[src/sv/srtn_pkg.sv]
// shared types, constants and helpers for the srtn scheduler
package srtn_pkg;

    localparam int MAX_PROCS = 16;
    localparam int IDX_W     = (MAX_PROCS > 1) ? $clog2(MAX_PROCS) : 1;
    localparam int CNT_W     = $clog2(MAX_PROCS + 1);
    localparam int VAL_W     = 10;
    localparam int TIME_W    = $clog2(((1 << VAL_W) * (MAX_PROCS + 1)) + 1);
    localparam int OUT_W     = 15;
    localparam int SUM_W     = 19;
    localparam int PNUM_W    = 5;
    localparam int CMP_W     = (TIME_W > OUT_W) ? TIME_W : OUT_W;

    localparam logic [OUT_W-1:0] OUT_MAX = '1;
    localparam logic [SUM_W-1:0] SUM_MAX = '1;

    typedef struct packed {
        logic [VAL_W-1:0] arr_tick;
        logic [VAL_W-1:0] burst_len;
        logic             last_process;
    } in_item_t;

    typedef struct packed {
        logic [PNUM_W-1:0] process_number;
        logic [OUT_W-1:0]  turnaround;
        logic [OUT_W-1:0]  waiting;
        logic [OUT_W-1:0]  response;
        logic [SUM_W-1:0]  sum_waiting;
        logic [SUM_W-1:0]  sum_turnaround;
        logic [SUM_W-1:0]  sum_response;
        logic              final_result;
    } out_item_t;

    typedef struct packed {
        logic [VAL_W-1:0] arrival;
        logic [VAL_W-1:0] burst;
        logic [VAL_W-1:0] remaining;
        logic [OUT_W-1:0] response;
    } entry_t;

    typedef struct packed {
        logic             en;
        logic [IDX_W-1:0] addr;
        entry_t           data;
    } mem_wr_t;

    typedef struct packed {
        logic      valid;
        out_item_t item;
    } res_t;

    function automatic logic [OUT_W-1:0] sat_out(input logic [TIME_W-1:0] v);
        logic [OUT_W-1:0] r;
        if (CMP_W'(v) > CMP_W'(OUT_MAX)) begin
            r = OUT_MAX;
        end else begin
            r = OUT_W'(v);
        end
        return r;
    endfunction

    function automatic logic [SUM_W-1:0] sum_add(input logic [SUM_W-1:0] acc,
                                                 input logic [OUT_W-1:0] v);
        logic [SUM_W:0] s;
        s = {1'b0, acc} + (SUM_W + 1)'(v);
        return s[SUM_W] ? SUM_MAX : s[SUM_W-1:0];
    endfunction

endpackage

[src/sv/srtn_store.sv]
// process record memory, one write port and one registered read port
module srtn_store (
    input  logic                       aclk,
    input  srtn_pkg::mem_wr_t          wr,
    input  logic [srtn_pkg::IDX_W-1:0] rd_addr,
    output srtn_pkg::entry_t           rd_data
);

    srtn_pkg::entry_t mem [srtn_pkg::MAX_PROCS];
    srtn_pkg::entry_t rd_data_reg;

    always_ff @(posedge aclk) begin
        if (wr.en) begin
            mem[wr.addr] <= wr.data;
        end
        rd_data_reg <= mem[rd_addr];
    end

    assign rd_data = rd_data_reg;

endmodule

[src/sv/srtn_seq.sv]
// load, scan, update and completion sequencer of the srtn scheduler
module srtn_seq (
    input  logic                       aclk,
    input  logic                       aresetn,
    input  logic                       s_valid,
    output logic                       s_ready,
    input  srtn_pkg::in_item_t         s_data,
    output srtn_pkg::mem_wr_t          wr,
    output logic [srtn_pkg::IDX_W-1:0] rd_addr,
    input  srtn_pkg::entry_t           rd_data,
    output srtn_pkg::res_t             res,
    input  logic                       slot_free
);

    typedef enum logic [2:0] {
        IDLE, SCAN, DECIDE, UPDATE, FIN, SUMS, EMIT
    } state_t;

    state_t state_reg, state_next;

    logic [srtn_pkg::CNT_W-1:0]     loaded_reg, loaded_next;
    logic [srtn_pkg::CNT_W-1:0]     done_reg, done_next;
    logic [srtn_pkg::TIME_W-1:0]    time_reg, time_next;
    logic [srtn_pkg::SUM_W-1:0]     tot_w_reg, tot_w_next;
    logic [srtn_pkg::SUM_W-1:0]     tot_t_reg, tot_t_next;
    logic [srtn_pkg::SUM_W-1:0]     tot_r_reg, tot_r_next;
    logic [srtn_pkg::MAX_PROCS-1:0] started_reg, started_next;
    logic [srtn_pkg::IDX_W-1:0]     rd_idx_reg, rd_idx_next;
    logic                           cmp_valid_reg, cmp_valid_next;
    logic [srtn_pkg::IDX_W-1:0]     cmp_idx_reg, cmp_idx_next;
    logic                           found_reg, found_next;
    logic [srtn_pkg::IDX_W-1:0]     best_idx_reg, best_idx_next;
    srtn_pkg::entry_t               best_reg, best_next;
    logic [srtn_pkg::IDX_W-1:0]     sel_idx_reg, sel_idx_next;
    srtn_pkg::entry_t               sel_reg, sel_next;
    logic                           sel_started_reg, sel_started_next;
    logic [srtn_pkg::TIME_W-1:0]    tat_reg, tat_next;
    logic [srtn_pkg::OUT_W-1:0]     rt_reg, rt_next;
    srtn_pkg::out_item_t            res_reg, res_next;

    logic                           cand;
    logic                           found_now;
    logic [srtn_pkg::IDX_W-1:0]     best_idx_now;
    srtn_pkg::entry_t               best_now;
    logic [srtn_pkg::VAL_W-1:0]     load_burst;
    logic [srtn_pkg::OUT_W-1:0]     new_resp;
    logic [srtn_pkg::SUM_W-1:0]     add_w, add_t, add_r;

    // running minimum over the scanned entries, lowest index wins ties
    always_comb begin
        cand = cmp_valid_reg
            && (srtn_pkg::TIME_W'(rd_data.arrival) <= time_reg)
            && (rd_data.remaining != '0)
            && (!found_reg || (rd_data.remaining < best_reg.remaining));
        found_now    = found_reg | cand;
        best_idx_now = cand ? cmp_idx_reg : best_idx_reg;
        best_now     = cand ? rd_data : best_reg;
    end

    assign load_burst = (s_data.burst_len == '0) ? srtn_pkg::VAL_W'(1) : s_data.burst_len;
    assign new_resp   = sel_started_reg ? sel_reg.response
                      : srtn_pkg::sat_out(time_reg - srtn_pkg::TIME_W'(sel_reg.arrival));
    assign add_w      = srtn_pkg::sum_add(tot_w_reg, res_reg.waiting);
    assign add_t      = srtn_pkg::sum_add(tot_t_reg, res_reg.turnaround);
    assign add_r      = srtn_pkg::sum_add(tot_r_reg, res_reg.response);

    assign s_ready   = (state_reg == IDLE);
    assign rd_addr   = rd_idx_reg;
    assign res.valid = (state_reg == EMIT);
    assign res.item  = res_reg;

    always_comb begin
        state_next       = state_reg;
        loaded_next      = loaded_reg;
        done_next        = done_reg;
        time_next        = time_reg;
        tot_w_next       = tot_w_reg;
        tot_t_next       = tot_t_reg;
        tot_r_next       = tot_r_reg;
        started_next     = started_reg;
        rd_idx_next      = rd_idx_reg;
        cmp_valid_next   = 1'b0;
        cmp_idx_next     = cmp_idx_reg;
        found_next       = found_reg;
        best_idx_next    = best_idx_reg;
        best_next        = best_reg;
        sel_idx_next     = sel_idx_reg;
        sel_next         = sel_reg;
        sel_started_next = sel_started_reg;
        tat_next         = tat_reg;
        rt_next          = rt_reg;
        res_next         = res_reg;
        wr               = '0;

        unique case (state_reg)
            IDLE: begin
                if (s_valid) begin
                    if (loaded_reg < srtn_pkg::CNT_W'(srtn_pkg::MAX_PROCS)) begin
                        wr.en             = 1'b1;
                        wr.addr           = loaded_reg[srtn_pkg::IDX_W-1:0];
                        wr.data.arrival   = s_data.arr_tick;
                        wr.data.burst     = load_burst;
                        wr.data.remaining = load_burst;
                        wr.data.response  = '0;
                        started_next[loaded_reg[srtn_pkg::IDX_W-1:0]] = 1'b0;
                        loaded_next       = loaded_reg + 1'b1;
                    end
                    if (s_data.last_process) begin
                        rd_idx_next = '0;
                        found_next  = 1'b0;
                        state_next  = SCAN;
                    end
                end
            end
            SCAN: begin
                found_next     = found_now;
                best_idx_next  = best_idx_now;
                best_next      = best_now;
                cmp_valid_next = 1'b1;
                cmp_idx_next   = rd_idx_reg;
                rd_idx_next    = rd_idx_reg + 1'b1;
                if (srtn_pkg::CNT_W'(rd_idx_reg) == loaded_reg - 1'b1) begin
                    state_next = DECIDE;
                end
            end
            DECIDE: begin
                found_next  = 1'b0;
                rd_idx_next = '0;
                if (!found_now) begin
                    // idle tick
                    time_next  = time_reg + 1'b1;
                    state_next = SCAN;
                end else begin
                    sel_idx_next     = best_idx_now;
                    sel_next         = best_now;
                    sel_started_next = started_reg[best_idx_now];
                    state_next       = UPDATE;
                end
            end
            UPDATE: begin
                wr.en                  = 1'b1;
                wr.addr                = sel_idx_reg;
                wr.data                = sel_reg;
                wr.data.remaining      = sel_reg.remaining - 1'b1;
                wr.data.response       = new_resp;
                started_next[sel_idx_reg] = 1'b1;
                rt_next                = new_resp;
                tat_next  = time_reg - srtn_pkg::TIME_W'(sel_reg.arrival) + 1'b1;
                time_next = time_reg + 1'b1;
                if (sel_reg.remaining == srtn_pkg::VAL_W'(1)) begin
                    state_next = FIN;
                end else begin
                    state_next = SCAN;
                end
            end
            FIN: begin
                res_next.process_number = srtn_pkg::PNUM_W'(int'(sel_idx_reg) + 1);
                res_next.turnaround     = srtn_pkg::sat_out(tat_reg);
                res_next.waiting        =
                    srtn_pkg::sat_out(tat_reg - srtn_pkg::TIME_W'(sel_reg.burst));
                res_next.response       = rt_reg;
                res_next.sum_waiting    = '0;
                res_next.sum_turnaround = '0;
                res_next.sum_response   = '0;
                res_next.final_result   = (done_reg + 1'b1 == loaded_reg);
                done_next               = done_reg + 1'b1;
                state_next              = SUMS;
            end
            SUMS: begin
                tot_w_next = add_w;
                tot_t_next = add_t;
                tot_r_next = add_r;
                if (res_reg.final_result) begin
                    res_next.sum_waiting    = add_w;
                    res_next.sum_turnaround = add_t;
                    res_next.sum_response   = add_r;
                end
                state_next = EMIT;
            end
            EMIT: begin
                if (slot_free) begin
                    rd_idx_next = '0;
                    if (res_reg.final_result) begin
                        // run over, back to an empty batch
                        started_next = '0;
                        loaded_next  = '0;
                        done_next    = '0;
                        time_next    = '0;
                        tot_w_next   = '0;
                        tot_t_next   = '0;
                        tot_r_next   = '0;
                        state_next   = IDLE;
                    end else begin
                        state_next = SCAN;
                    end
                end
            end
            default: state_next = IDLE;
        endcase
    end

    always_ff @(posedge aclk) begin
        if (!aresetn) begin
            state_reg     <= IDLE;
            loaded_reg    <= '0;
            done_reg      <= '0;
            time_reg      <= '0;
            tot_w_reg     <= '0;
            tot_t_reg     <= '0;
            tot_r_reg     <= '0;
            started_reg   <= '0;
            rd_idx_reg    <= '0;
            cmp_valid_reg <= 1'b0;
            found_reg     <= 1'b0;
        end else begin
            state_reg     <= state_next;
            loaded_reg    <= loaded_next;
            done_reg      <= done_next;
            time_reg      <= time_next;
            tot_w_reg     <= tot_w_next;
            tot_t_reg     <= tot_t_next;
            tot_r_reg     <= tot_r_next;
            started_reg   <= started_next;
            rd_idx_reg    <= rd_idx_next;
            cmp_valid_reg <= cmp_valid_next;
            found_reg     <= found_next;
        end
        cmp_idx_reg     <= cmp_idx_next;
        best_idx_reg    <= best_idx_next;
        best_reg        <= best_next;
        sel_idx_reg     <= sel_idx_next;
        sel_reg         <= sel_next;
        sel_started_reg <= sel_started_next;
        tat_reg         <= tat_next;
        rt_reg          <= rt_next;
        res_reg         <= res_next;
    end

endmodule

[src/sv/srtn_schedule_sim.sv]
// top level of the shortest-remaining-time-first schedule simulator
//
//  channel  direction  ports                      transfer carries
//  s_       in         s_valid s_ready s_data     one process record
//  m_       out        m_valid m_ready m_data     one completion result
//
// a record that is not last is accepted whenever s_ready is high; records load back to back
// the last record starts the run; each tick scans the loaded entries through
// the memory read port and writes back the chosen entry; an idle tick writes nothing
// a completion passes through the FIN, SUMS and EMIT states before the result reaches the output register
// s_ready stays low for the whole run; m_ready low holds the run at the result
// reset clears counters, time, sums and started flags; records need no clearing
module srtn_schedule_sim (
    input  logic                aclk,
    input  logic                aresetn,
    input  logic                s_valid,
    output logic                s_ready,
    input  srtn_pkg::in_item_t  s_data,
    output logic                m_valid,
    input  logic                m_ready,
    output srtn_pkg::out_item_t m_data
);

    srtn_pkg::mem_wr_t          wr;
    logic [srtn_pkg::IDX_W-1:0] rd_addr;
    srtn_pkg::entry_t           rd_data;
    srtn_pkg::res_t             res;
    logic                       slot_free;
    logic                       out_valid_reg;
    srtn_pkg::out_item_t        out_reg;

    srtn_store u_store (
        .aclk    (aclk),
        .wr      (wr),
        .rd_addr (rd_addr),
        .rd_data (rd_data)
    );

    srtn_seq u_seq (
        .aclk      (aclk),
        .aresetn   (aresetn),
        .s_valid   (s_valid),
        .s_ready   (s_ready),
        .s_data    (s_data),
        .wr        (wr),
        .rd_addr   (rd_addr),
        .rd_data   (rd_data),
        .res       (res),
        .slot_free (slot_free)
    );

    // output register
    assign slot_free = !out_valid_reg || m_ready;

    always_ff @(posedge aclk) begin
        if (!aresetn) begin
            out_valid_reg <= 1'b0;
        end else if (slot_free) begin
            out_valid_reg <= res.valid;
        end
        if (slot_free && res.valid) begin
            out_reg <= res.item;
        end
    end

    assign m_valid = out_valid_reg;
    assign m_data  = out_reg;

    a_wait_le_tat: assert property (@(posedge aclk) disable iff (!aresetn)
        m_valid |-> (m_data.waiting <= m_data.turnaround))
        else $error("waiting exceeds turnaround");

    a_resp_le_wait: assert property (@(posedge aclk) disable iff (!aresetn)
        m_valid |-> (m_data.response <= m_data.waiting))
        else $error("response exceeds waiting");

    a_sums_only_final: assert property (@(posedge aclk) disable iff (!aresetn)
        (m_valid && !m_data.final_result) |->
            (m_data.sum_waiting == '0 && m_data.sum_turnaround == '0
             && m_data.sum_response == '0))
        else $error("sums on a non-final result");

    a_no_load_while_emit: assert property (@(posedge aclk) disable iff (!aresetn)
        res.valid |-> !s_ready)
        else $error("input open while a result is pending");

endmodule
[config.mk]
export PLATFORM = sky130hd
export DESIGN_NAME = srtn_schedule_sim
export DESIGN_NICKNAME = d
export VERILOG_FILES = /design/src/sv/srtn_pkg.sv /design/src/sv/srtn_store.sv /design/src/sv/srtn_seq.sv /design/src/sv/srtn_schedule_sim.sv
export SDC_FILE = /design/constraint.sdc
export NUM_CORES = 1
export LEC_CHECK = 0
export BUFFER_PORTS_ARGS = -buffer_cell sky130_fd_sc_hd__buf_2
export CORE_MARGIN = 2
export CORE_UTILIZATION = 55
export CTS_CLUSTER_DIAMETER = 30
export DETAILED_ROUTE_END_ITERATION = 16
export GPL_TIMING_DRIVEN = 0
export PLACE_DENSITY = 0.76
export RECOVER_POWER = 100
export SLEW_MARGIN = 5
export SYNTH_ARGS = -nofsm -noshare
export SYNTH_HDL_FRONTEND = slang
export SYNTH_HIERARCHICAL = 1
export SYNTH_SLANG_ARGS = --single-unit
[constraint.sdc]
create_clock -name aclk -period 7.1 [get_ports aclk]
set_input_delay 0 -clock aclk [delete_from_list [all_inputs] [get_ports aclk]]
set_output_delay 0 -clock aclk [all_outputs]
set_load 0.05 [all_outputs]
==> results of run 1 <==
==> placed cells by master, fill, tap and decap left out, types with 13 or more instances in the layout <==
cell / count
inv_6: 38
ha_1: 98
a22oi_1: 95
mux2_2: 17
mux4_1: 64
mux4_2: 116
nand4_1: 14
buf_2: 35
buf_12: 21
xor2_1: 45
nor3_1: 33
inv_1: 95
clkinv_2: 18
and3_1: 19
a31oi_1: 18
nor2b_1: 23
edfxtp_1: 1069
bufinv_16: 23
clkbuf_16: 205
mux2i_1: 13
nor2_1: 139
o21ai_0: 145
dfxtp_1: 153
nand3_1: 47
clkbuf_1: 282
nand2b_1: 20
clkinv_1: 15
clkinv_4: 22
clkinvlp_4: 23
mux2_1: 32
xnor2_1: 59
a21o_1: 21
o21a_1: 20
and2_0: 19
a21oi_1: 147
nand2_1: 170
dlygate4sd3_1: 16
==> metal layers <==
metal	wire length, um	vias to the layer above	GRT usage, %
met5	13	-	0
met1	47200	14500	35.1
met4	5300	2	12.3
met3	12300	339	6.25
met2	62000	1734	45.3
li1	-	12600	-
==> critical path: stages (launching register included) <==
cell	delay [ps]
dfxtp_1	300
clkbuf_1	360
nand2_1	90
or2_2	290
clkbuf_1	230
clkbuf_1	490
o22ai_1	710
nand2b_1	260
nor2_1	1280
clkbuf_1	1390
==> metrics by stage <==
| step | power (mW) | util [%] | setup TNS (ps) | instance area (sq um) | cells |
|---|---|---|---|---|---|
| floorplan | 8.70 | - | 0 | 49500 | 2978 |
| global placement | 8.93 | 58.1 | -413590 | 51600 | 4277 |
| detailed placement | 8.98 | 59.3 | 0 | 52700 | 4331 |
| CTS | 18.9 | 67.4 | 0 | 59800 | 4722 |
| global route | 19.3 | 66.5 | 0 | 59000 | 4735 |
| finish | 18.8 | 66.5 | 0 | 59000 | 4739 |
==> area by class of cell <==
class	instances	area [sq um]
tap	1165	1460
inverter	98	369
clock buffer	228	5300
fill	5762	29800
buffer	137	714
timing repair buffer	211	1160
multi-input combinational	1521	13100
sequential	1222	35200
antenna	4	10.0
clock inverter	153	1770
==> cells by family (layout without fill, tap and decap cells) <==
group	after synthesis	in the layout	synth area share [%]
other	0	4	0
multiplexers	243	243	10.1
buffers and inverters	235	827	2.22
AND/OR/NAND/NOR	548	548	5.38
AO/OA/AOI/OAI	523	523	6.65
flip-flops	1222	1222	71.1
XOR/XNOR	104	104	1.87
adder cells (fa/ha/maj)	103	103	2.68
==> power by group through the flow <==
stage	clock network, mW	logic [mW]	registers, mW
finish	9.94	0.830	8.03
global route	10.4	0.881	8.04
CTS	10.1	0.846	8.03
detailed placement	0	0.815	8.16
global placement	0	0.760	8.17
floorplan	0	0.565	8.13
==> final timing paths <==
kind | slack [ps] | start | end
max | 1250 | u_seq/state_reg[0] | u_store/mem[14][2]
min | 190 | s_data[16] | u_store/mem[0][40]
max reg2reg | 1250 | u_seq/state_reg[0] | u_store/mem[14][2]
min reg2reg | 410 | u_seq/res[35] | m_data[35]
==> impl_metrics.json, run 1 <==
{
  "status": "finished, violations left",
  "failed_checks": "capacitance limit, slew limit",
  "synth_top_cell_by_area": "edfxtp_1",
  "drt-total-wl_mm": 127,
  "timing.fmax_ghz": 0.171,
  "skew_ps": 35.8,
  "slew_violations": 722,
  "grt_usage_pct": 27.5,
  "arrival_ps": 6200,
  "power_frac_clock_pct": 52.9,
  "p_comb_share_pct": 4.4,
  "hold_path_depth": 4,
  "num_vias": 29200,
  "yosys.cell_types.count": 94,
  "gp_congestion": 0.918,
  "numCtsBuffers": 202,
  "worst_setup_path_end_kind": "flop",
  "cts-resized-gates": 0,
  "synthArstFlopShare_pct": 0,
  "synth_seq_cells": 1222,
  "routedWlPerCell_um": 26.8,
  "row_count": 109,
  "pre_cts_slack_ps": 2790,
  "hpwl_mm": 79.3,
  "grt_max_degree": 109,
  "io_pins": 135,
  "synth-edff-count": 1069,
  "grt_pass1_vias": 29800,
  "max_slew_margin_pct": -85.1,
  "peakVddDrop_v": 0.000267,
  "largest_reg_flops": 720,
  "synth_area_sq_um": 49500,
  "p_int_mw": 14.6,
  "power.leakage_nw": 20.4,
  "first_pass_iters": 6,
  "yosysTopAreaCellShare_pct": 64.9,
  "timing.final.crit_share_pct": 82.3,
  "path_clk_slew_ps": 50,
  "start_util_pct": 55.7,
  "io_buffers": 134,
  "yosys_warnings": 6,
  "rsz0062_at_grt": "false",
  "hold_path.class": "input port to flop",
  "overflow": 0,
  "drc_errors": 0,
  "coreArea_sq_um": 88800,
  "area_delta_synth_final_pct": 19.3,
  "synth_common_cells": "edfxtp_1 (1069), nand2_1 (170), dfxtp_1 (153), a21oi_1 (146), o21ai_0 (139)",
  "final_nets": 3521,
  "drive_gt1_share_pct": 15.9,
  "cts_buffer_depth": 3,
  "viasPerCell": 6.16,
  "yosysSeqAreaShare_pct": 71.1,
  "die_w_um": 304,
  "finalHoldViolCount": 0,
  "reg2reg_depth": 9,
  "die_h_um": 304,
  "postRouteAntennaNets": 0,
  "drv_cap": 35,
  "cp_max_fo": 19,
  "grt_pass1_wl_mm": 188,
  "numClockSinks": 1222,
  "cts_setup_buffers": 0,
  "cts_tree": "built",
  "startpoint_type": "flop",
  "worstPathRequired_ps": 7450,
  "design.die.area_sq_um": 92400,
  "drtIter0Drc": 3245,
  "sw_frac_of_total_pct": 22.3,
  "postCtsHoldBufs": 10,
  "syn_avg_cell_area_sq_um": 16.6,
  "worst_slew_pin_slew_ps": 2770,
  "cts_root_buffer": "clkbuf_16",
  "yosysMostFrequentCell": "edfxtp_1",
  "path_class": "flop to flop",
  "ctsHtreeMaxLevel": 4,
  "powerDensity_nw_per_um2": 318,
  "syn-num-nets": 3106,
  "whs_ps": 191,
  "synth_area_leaders": "edfxtp_1 (65%), dfxtp_1 (6.2%), mux4_2 (5.3%)",
  "insertion_delay_ps": 790,
  "fin_crit_ps": 5850,
  "antenna_found_initial": 4,
  "power_frac_seq_pct": 42.7,
  "syn_inst": 2978,
  "ys.flop_type": "edfxtp_1",
  "setup_viol": 0,
  "power.switching_mw": 4.20,
  "setup_slack_ps": 1250
}
Note: power is estimated with default switching activity, not from simulation.
==> inputs of run 2 (changes only) <==
==> constraint.sdc (replaced) <==
create_clock -name aclk -period 6 [get_ports aclk]
set_input_delay 0 -clock aclk [delete_from_list [all_inputs] [get_ports aclk]]
set_output_delay 0 -clock aclk [all_outputs]
set_load 0.05 [all_outputs]
==> run 2 against run 1 <==
  * The run still ends with capacitance limit, slew limit left
  * Combinational power up 22%
  * Non-clock buffer count down 8
  * Count of clock-buffer cells in the layout up 3
  * Cell area up 0.73%
  * Global-route usage up 0.42 points
  * Largest power group unchanged
  * Highest routed layer is now met4
==> impl_metrics.json, run 2 (synthesis gave the netlist of run 1 again) <==
{
  "rsz0062_at_grt": "false",
  "placedCellCount": 4320,
  "slowest_delay_ps": 1360,
  "max_slew_margin_pct": -109,
  "status": "finished, violations left",
  "routedWlPerCell_um": 27.3,
  "num_vias": 29500,
  "pre_cts_slack_ps": 1270,
  "worst_setup_path_end_kind": "flop",
  "finalNonFillerCells": 4731,
  "cp_common_cell": "clkbuf_1",
  "setup_slack_ps": 537,
  "cp_top_family": "buffers and inverters",
  "viasPerCell": 6.24,
  "timing.fmax_ghz": 0.183,
  "first_pass_iters": 6,
  "slew_violations": 722,
  "setup_viol": 0,
  "gp_congestion": 0.901,
  "io_buffers": 134,
  "path_clk_slew_ps": 60,
  "numCtsBuffers": 202,
  "hold_path_depth": 3,
  "design.die.area_sq_um": 92400,
  "fin_tns_setup_ps": 0,
  "worstPathRequired_ps": 6370,
  "drt-total-wl_mm": 129,
  "io_pins": 135,
  "reg2reg_depth": 10,
  "hold_path.class": "input port to flop",
  "timing.final.crit_share_pct": 91.1,
  "power.leakage_nw": 20.6,
  "fin_crit_ps": 5460,
  "critPathBufInv": 5,
  "postRouteAntennaNets": 0,
  "cp_max_fo": 22,
  "cpMaxStageDelayCell": "nor2_1",
  "peakVddDrop_v": 0.000386,
  "final_nets": 3513,
  "drive_gt1_share_pct": 16.4,
  "total_power_mw": 22.4,
  "layout.cells.most_common": "edfxtp_1",
  "grt_max_degree": 109,
  "grt_usage_pct": 27.9,
  "antenna_found_initial": 3,
  "drtIter0Drc": 3804,
  "final_cell_mix": "edfxtp_1 (1069), clkbuf_1 (255), clkbuf_16 (207)",
  "path_cells": "clkbuf_1, nand2_1, or2_2, clkbuf_1, clkbuf_1, o22ai_1, nand2b_1, nor2_1, buf_16, clkbuf_2",
  "largest_reg_flops": 720,
  "drv_cap": 40,
  "path_class": "flop to flop",
  "hpwl_mm": 79.5,
  "row_count": 109,
  "finalHoldViolCount": 0,
  "worst_slew_pin_slew_ps": 3120,
  "cts_root_buffer": "clkbuf_16",
  "arrival_ps": 5830,
  "area_delta_synth_final_pct": 20.2,
  "powerDensity_nw_per_um2": 377,
  "path_depth": 10,
  "cts_buffer_depth": 3,
  "coreArea_sq_um": 88800,
  "final_cell_area_sq_um": 59500,
  "drc_errors": 0,
  "placed_cell_area_sq_um": 52700,
  "overflow": 0,
  "skew_ps": 42.1,
  "ctsHtreeMaxLevel": 4,
  "die_w_um": 304,
  "startpoint_type": "flop",
  "start_util_pct": 55.7,
  "numClockSinks": 1222,
  "insertion_delay_ps": 780,
  "die_h_um": 304,
  "failed_checks": "capacitance limit, slew limit",
  "grt_pass1_vias": 30500,
  "cts_tree": "built",
  "grt_pass1_wl_mm": 191
}
==> run 2: cell types whose count changed in the layout (fill, tap and decap cells not counted), moves of 4 or more <==
cell | previous run | this run
clkbuf_1 | 282 | 255
buf_16 | 3 | 20
inv_6 | 38 | 31
buf_8 | 0 | 6
clkinv_2 | 18 | 24
buf_12 | 21 | 16
bufinv_16 | 23 | 28
clkbuf_2 | 1 | 6
mux2_1 | 32 | 36
mux2_2 | 17 | 13
==> run 2: worst paths after layout <==
| kind | startpoint | to | slack [ps] |
|---|---|---|---|
| setup / recovery | u_seq/state_reg[0] | u_store/mem[13][3] | 540 |
| hold / removal | s_data[15] | u_store/mem[15][39] | 190 |
| setup reg to reg | u_seq/state_reg[0] | u_store/mem[13][3] | 540 |
| hold reg to reg | u_seq/res[20] | m_data[20] | 410 |
==> run 2: worst reg2reg max path, delay by kind of cell, from the launching register on <==
kind	cells	cell delay [ps]
flops	1	300
compound gates	1	770
simple gates	4	1980
buf+inv	5	2010
==> run 2: repair_timing <==
item | 4_1_cts | 5_1_grt
hold buffers | 9 | 8
hold endpoints to repair | 74 | 128
setup buffers | 0 | 0
resized for setup | 0 | 0
==> run 2: final cells by class <==
class	count	area, sq um
clock inverters	151	1780
plain buffers	137	714
repair buffers	203	1530
fillers	5612	29300
inverters	98	370
flip-flops and latches	1222	35200
diodes	3	7.51
well taps	1165	1460
multi-input cells	1521	13100
clock buffers	231	5320
==> run 2: where the power goes <==
part / switching (mW) / total (mW) / internal [mW]
Clock: 4.25 / 11.9 / 7.65
Combinational: 0.599 / 1.01 / 0.415
Sequential: 0.0849 / 9.51 / 9.42
==> run 2: layer usage <==
| layer | vias to the layer above | part of all wire, % | wire length (um) | GRT usage (%) |
|---|---|---|---|---|
| li1 | 12600 | - | - | - |
| met1 | 14600 | 37 | 47400 | 35.0 |
| met2 | 1900 | 49 | 62900 | 46.4 |
| met3 | 397 | 9.8 | 12700 | 6.18 |
| met4 | 0 | 4.8 | 6150 | 13.4 |
| met5 | - | 0 | 0 | 0 |
==> run 2: stage by stage <==
step	utilization [%]	hold WS, ps
final	67.0	195
after global routing	67.0	185
after CTS	67.5	83.0
after detailed placement	59.4	341
after global placement	58.1	330
after floorplan	-	150
